[config.mk]
export PLATFORM = sky130hd
export DESIGN_NAME = repeat_code_suppressor
export DESIGN_NICKNAME = d
export VERILOG_FILES = /design/src/hw/rtl/rcs_pkg.sv /design/src/hw/rtl/rcs_cell.sv /design/src/hw/rtl/repeat_code_suppressor.sv
export SDC_FILE = /design/constraint.sdc
export NUM_CORES = 1
export LEC_CHECK = 0
export ABC_CLOCK_PERIOD_IN_PS = 8400
export BUFFER_PORTS_ARGS = -buffer_cell sky130_fd_sc_hd__buf_2
export CAP_MARGIN = 20
export CORE_MARGIN = 2
export CORE_UTILIZATION = 66
export DETAILED_ROUTE_END_ITERATION = 8
export PLACE_DENSITY_LB_ADDON = 0.12
export SLEW_MARGIN = 30
export SYNTH_ARGS = -nofsm -noshare
export SYNTH_HDL_FRONTEND = slang
export SYNTH_SLANG_ARGS = --single-unit
[constraint.sdc]
create_clock -name clock -period 8.4 [get_ports clock]
set_input_delay 2.1 -clock clock [delete_from_list [all_inputs] [get_ports clock]]
set_output_delay 2.1 -clock clock [all_outputs]
set_load 0.01 [all_outputs]
[src/hw/rtl/rcs_pkg.sv]
// Shared types and constants for the repeat code suppressor.
// No dependencies; used by the RTL modules and the testbench.
package rcs_pkg;

   localparam int CODE_W    = 31;
   localparam int AGE_W     = 24;
   localparam int SLOTS_DEF = 3;

   localparam logic [AGE_W-1:0] WAIT_RESET = AGE_W'(127000);
   localparam logic [AGE_W-1:0] AGE_MAX    = '1;

   // Values of the action field.
   localparam logic ACT_TICK = 1'b0;
   localparam logic ACT_CODE = 1'b1;

   // An item as it travels down the row of cells.
   typedef struct packed {
      logic              valid;
      logic              action;   // 0 = tick, 1 = received code
      logic [CODE_W-1:0] code;
      logic              hit;      // some busy cell already holds the code
      logic              claimed;  // some free cell has reserved itself for the code
   } token_type;

   // Verdict sent to every cell when an item leaves the end of the row.
   typedef struct packed {
      logic valid;
      logic store;   // the code is new and is forwarded
   } commit_type;

endpackage

[src/hw/rtl/rcs_cell.sv]
// One slot of the suppressor table: stored code, age counter and busy flag.
// Depends on rcs_pkg for the token and commit types.
module rcs_cell (
   input  logic                          clock,
   input  logic                          reset,
   input  logic [rcs_pkg::AGE_W-1:0]     wait_ticks,
   input  rcs_pkg::token_type            token_in,
   output rcs_pkg::token_type            token_out,
   input  rcs_pkg::commit_type           commit
);

   logic                        busy_ff, busy_in;
   logic                        pend_ff, pend_in;
   logic [rcs_pkg::CODE_W-1:0]  value_ff, value_in;
   logic [rcs_pkg::AGE_W-1:0]   age_ff, age_in;
   logic [rcs_pkg::AGE_W-1:0]   age_inc;
   logic                        code_item;
   rcs_pkg::token_type          token_ff, token_in_nxt;

   always_comb begin
      busy_in      = busy_ff;
      pend_in      = pend_ff;
      value_in     = value_ff;
      age_in       = age_ff;
      token_in_nxt = token_in;
      age_inc      = (age_ff == rcs_pkg::AGE_MAX) ? age_ff
                                                  : rcs_pkg::AGE_W'(age_ff + 1'b1);
      code_item    = (token_in.action == rcs_pkg::ACT_CODE) && (token_in.code != '0);

      if (token_in.valid) begin
         if (token_in.action == rcs_pkg::ACT_TICK) begin
            if (busy_ff) begin
               if (age_inc >= wait_ticks) begin
                  busy_in = 1'b0;
                  age_in  = '0;
               end else begin
                  age_in = age_inc;
               end
            end
         end else if (code_item) begin
            if (busy_ff && value_ff == token_in.code) begin
               token_in_nxt.hit = 1'b1;
            end
            // The lowest free cell reserves itself; it becomes busy only if no
            // other cell turns out to hold the same code.
            if (!busy_ff && !token_in.claimed) begin
               token_in_nxt.claimed = 1'b1;
               pend_in              = 1'b1;
               value_in             = token_in.code;
            end
         end
      end

      if (commit.valid) begin
         pend_in = 1'b0;
         if (pend_ff && commit.store) begin
            busy_in = 1'b1;
            age_in  = '0;
         end
      end
   end

   always_ff @(posedge clock) begin
      if (reset) begin
         busy_ff  <= 1'b0;
         pend_ff  <= 1'b0;
         value_ff <= '0;
         age_ff   <= '0;
         token_ff <= '0;
      end else begin
         busy_ff  <= busy_in;
         pend_ff  <= pend_in;
         value_ff <= value_in;
         age_ff   <= age_in;
         token_ff <= token_in_nxt;
      end
   end

   assign token_out = token_ff;

endmodule

[src/hw/rtl/repeat_code_suppressor.sv]
// Top level of the repeat code suppressor: a row of rcs_cell slots and the output register.
// Depends on rcs_pkg and rcs_cell.
//
//   channel  direction  handshake               payload
//   req      in         req_valid / req_stall   req_action, req_code
//   rsp      out        rsp_valid / rsp_stall   rsp_forwarded_code
//   csr      in         csr_valid / csr_ready   csr_wait_ticks
//
// An item walks the row of cells one cell per cycle; no new item is accepted until it has
// left the row, so the row length sets how closely items can follow each other.
// A forwarded code passes through every cell's token register and the rsp output register.
// Reset frees all slots and loads wait_ticks with 127000.
// A result held by rsp_stall blocks new items only while it is still stalled.
// A csr write takes priority over an item offered in the same cycle.
module repeat_code_suppressor #(
   parameter int SLOTS = rcs_pkg::SLOTS_DEF
) (
   input  logic                          clock,
   input  logic                          reset,
   input  logic                          req_valid,
   output logic                          req_stall,
   input  logic                          req_action,
   input  logic [rcs_pkg::CODE_W-1:0]    req_code,
   output logic                          rsp_valid,
   input  logic                          rsp_stall,
   output logic [rcs_pkg::CODE_W-1:0]    rsp_forwarded_code,
   input  logic                          csr_valid,
   output logic                          csr_ready,
   input  logic [rcs_pkg::AGE_W-1:0]     csr_wait_ticks
);

   rcs_pkg::token_type          chain [SLOTS+1];
   rcs_pkg::commit_type         commit;
   logic                        inflight;
   logic [rcs_pkg::AGE_W-1:0]   wait_ticks_ff, wait_ticks_in;
   logic                        rsp_valid_ff, rsp_valid_in;
   logic [rcs_pkg::CODE_W-1:0]  rsp_code_ff, rsp_code_in;

   always_comb begin
      inflight = 1'b0;
      for (int i = 1; i <= SLOTS; i++) begin
         inflight = inflight | chain[i].valid;
      end
   end

   // Every cell must see the same wait value, so an item never enters in the
   // cycle that the register is written.
   assign req_stall = inflight || (rsp_valid_ff && rsp_stall) || csr_valid;
   assign csr_ready = !inflight;

   always_comb begin
      chain[0].valid   = req_valid && !req_stall;
      chain[0].action  = req_action;
      chain[0].code    = req_code;
      chain[0].hit     = 1'b0;
      chain[0].claimed = 1'b0;
   end

   genvar g;
   generate
      for (g = 0; g < SLOTS; g++) begin : g_cell
         rcs_cell u_cell (
            .clock      (clock),
            .reset      (reset),
            .wait_ticks (wait_ticks_ff),
            .token_in   (chain[g]),
            .token_out  (chain[g+1]),
            .commit     (commit)
         );
      end
   endgenerate

   // The item at the end of the row decides whether the reserved cell keeps the code.
   always_comb begin
      commit.valid = chain[SLOTS].valid;
      commit.store = (chain[SLOTS].action == rcs_pkg::ACT_CODE) &&
                     (chain[SLOTS].code != '0) && !chain[SLOTS].hit;
   end

   always_comb begin
      rsp_valid_in  = rsp_valid_ff;
      rsp_code_in   = rsp_code_ff;
      wait_ticks_in = wait_ticks_ff;
      if (rsp_valid_ff && !rsp_stall) begin
         rsp_valid_in = 1'b0;
      end
      if (commit.valid && commit.store) begin
         rsp_valid_in = 1'b1;
         rsp_code_in  = chain[SLOTS].code;
      end
      if (csr_valid && csr_ready) begin
         wait_ticks_in = csr_wait_ticks;
      end
   end

   always_ff @(posedge clock) begin
      if (reset) begin
         rsp_valid_ff  <= 1'b0;
         wait_ticks_ff <= rcs_pkg::WAIT_RESET;
      end else begin
         rsp_valid_ff  <= rsp_valid_in;
         wait_ticks_ff <= wait_ticks_in;
      end
   end

   always_ff @(posedge clock) begin
      rsp_code_ff <= rsp_code_in;
   end

   assign rsp_valid          = rsp_valid_ff;
   assign rsp_forwarded_code = rsp_code_ff;

endmodule

==> impl_metrics.ini <==
[detailed_routing]
wl_per_cell_um = 16.5
ant_nets = 0
drt-initial-drc-count = 665
via_count = 11900
first_pass_iters = 5
vias_per_cell = 5.76
totalWireLength_mm = 34.1
drc = 0

[place]
routabilityCongestion = 0.890
pre_cts_slack_ns = 3.64
dp_hpwl_mm = 24.5
dp.cells = 2002
portBuffers = 94

[global_route]
overflow = 0
grt_max_degree = 123
antenna_found_initial = 0
grt_pass1_wl_mm = 55.9
grt_pass1_vias = 11300
grt_usage = 0.280

[sta]
relSlewSlack = 0.359
period_minus_slack_ns = 4.78
layout_setup_ws_ns = 3.62
setup-violations-final = 0
fmax_mhz = 209
rsz0062_at_grt = false
slew_viol_final = 0
worst_pin_slew_ns = 0.962
fin_skew_ns = 0.0145
fin_crit_sh = 0.570
tns_ns = 0
hold_viol = 0

[logic_synthesis]
syn_nets = 1781
ys_seq_elements = 331
synth_area_sq_um = 15500
synth.distinct_cells = 68
synthAdderAreaFrac = 0.0606
synth_warnings = 0
synth_cells = 1645
synthMuxAreaShare = 0.0628
synth_compound_area_frac = 0.0899
yosysSeqAreaShare = 0.448
synthFlopType = dfxtp_1
synthXorXnorAreaFrac = 0.0792
synth.avg_cell_area_sq_um = 9.41
yosys.area_share.simple = 0.231
async_reset_ff_frac = 0
synth-edff-count = 31
synth_top_family_by_area = simple AND/OR/NAND/NOR gates

[floorplan]
dieArea_sq_um = 24700
die_width_um = 157
num_rows = 56
die_h_um = 157
io_pins = 95
coreArea_sq_um = 23300
start_util = 0.666

[power]
power.density_nw_per_um2 = 196
p_leak_nw = 7.40
vdd_drop_max_mv = 0.209

[critical_path]
worst-setup-path-type = input port to output pin
arrival_ns = 2.68
worstPathMaxFanout = 3
required_ns = 6.30
end_kind = output pin
start_kind = input port

[clock_network]
cts_buffers = 34
insertion_delay_ns = 0.52
ctsHoldBuffers = 0
cts_tree = done
clk_pin_slew_worst_paths_ns = 0.06
cts_setup_buffers = 0
clkSinkCount = 331
clock_path_buffers = 3
post_cts_resized = 0
cts_root_buffer = clkbuf_16
htree_levels = 2

[run]
drv_cap = 0

[finish]
drive_above_1_share = 0.112
fin_cells = 2063
nNetsFinal = 1855
final_core_util = 0.745
area_growth_syn_to_layout_pct = 11.9
antenna_cells = 0

[status]
status = completed

[worst_hold_path]
worstHoldPathType = register to register
## state kept, by name (all words and copies together) (netlist names)
| register | count |
|---|---|
| wait_ticks_ff | 24 |
| g_cell.u_cell.token_out | 104 |
| rsp_forwarded_code | 31 |
| g_cell.u_cell.pend_ff | 3 |
| g_cell.u_cell.value_ff | 93 |
| g_cell.u_cell.age_ff | 72 |
| g_cell.u_cell.busy_ff | 3 |
| rsp_valid | 1 |
## synth_stat cells (13+ instances only)
master / instances / share of area
or3_1: 14 / 0.0057
mux2i_1: 96 / 0.062
a21oi_1: 65 / 0.021
ha_1: 75 / 0.061
xor2_1: 59 / 0.033
inv_1: 43 / 0.010
a22o_1: 20 / 0.011
nand4_1: 53 / 0.021
or2_2: 19 / 0.0077
o21ai_0: 35 / 0.011
o21a_1: 13 / 0.0063
nor2_1: 168 / 0.041
and3_1: 17 / 0.0069
nor3_1: 25 / 0.0081
clkbuf_1: 38 / 0.0092
buf_2: 18 / 0.0058
a21o_1: 13 / 0.0063
nand3_1: 57 / 0.018
nor2b_1: 105 / 0.042
nor4_1: 46 / 0.019
dfxtp_1: 300 / 0.39
nand2_1: 129 / 0.031
edfxtp_1: 31 / 0.060
xnor2_1: 81 / 0.046
## cells by family (layout without fill, tap and decap cells)
logic type | Yosys count | in the layout
buffers and inverters | 107 | 206
XOR/XNOR | 140 | 140
AO/OA/AOI/OAI | 210 | 210
adder cells (fa/ha/maj) | 75 | 75
flip-flops | 331 | 331
multiplexers | 97 | 97
AND/OR/NAND/NOR | 685 | 685
## power by group
group          internal (mW)  switching, mW
clock network          0.922          0.620
registers               1.63         0.0333
logic                 0.0794          0.119
## path summary, 6_finish.rpt
path / startpoint / slack (ns) / to / cells after the start
worst max-delay path: rsp_stall / 3.62 / req_stall / 4
worst min-delay path: g_cell[2].u_cell.token_out[19] / 0.43 / rsp_forwarded_code[17] / 0
worst max register to register: g_cell[1].u_cell.age_ff[4] / 3.93 / g_cell[1].u_cell.age_ff[6] / 14
worst min register to register: g_cell[2].u_cell.token_out[19] / 0.43 / rsp_forwarded_code[17] / 0
## per-stage QoR
stage	cell area, sq um	power (mW)	hold WS, ns
floorplan	15500	1.82	0.409
global route	17300	3.52	0.440
finish	17300	3.40	0.427
global placement	16100	1.88	0.414
CTS	17300	3.42	0.430
detailed placement	16100	1.89	0.416
## cell usage in the layout (no fill, tap or decap), types with 5 or more instances in the layout
cell type / instances
nor4_1: 46
and3_1: 17
clkbuf_1: 7
a21boi_0: 6
a31oi_1: 9
and4_1: 5
or3_1: 13
a21o_1: 13
nand2b_1: 10
a22o_1: 20
nor2_1: 168
ha_1: 75
buf_2: 93
mux2i_1: 96
nand2_1: 129
a22oi_1: 10
a21oi_1: 65
nor2b_1: 105
bufinv_16: 5
xor2_1: 59
dfxtp_1: 300
inv_1: 43
nand3_1: 57
clkbuf_16: 34
and2_1: 6
o21ai_0: 35
o21a_1: 13
clkinv_2: 7
nand4_1: 53
or2_2: 19
edfxtp_1: 31
xnor2_1: 81
a211o_1: 8
nor3_1: 24
buf_4: 7
## cell type report
class	instances	area, sq um
repair buffers	102	541
clock inverters	19	267
flip-flops and latches	331	6940
fillers	1756	5940
clock buffers	42	891
multi-input cells	1207	8130
well taps	319	399
inverters	43	161
## layer usage
layer  GRT usage  vias to the layer above  wire length, um
met5           0                        -                0
met4      0.0900                        0              839
met3      0.0372                       63             1780
met2       0.443                      322            15300
met1       0.399                     5566            16200
li1            -                     5934                -
## critical path, stage by stage
cell and delay (ns):
buf_2 0.11, a21oi_1 0.24, nand2_1 0.08, buf_2 0.15
(Power assumes the default switching activity.)
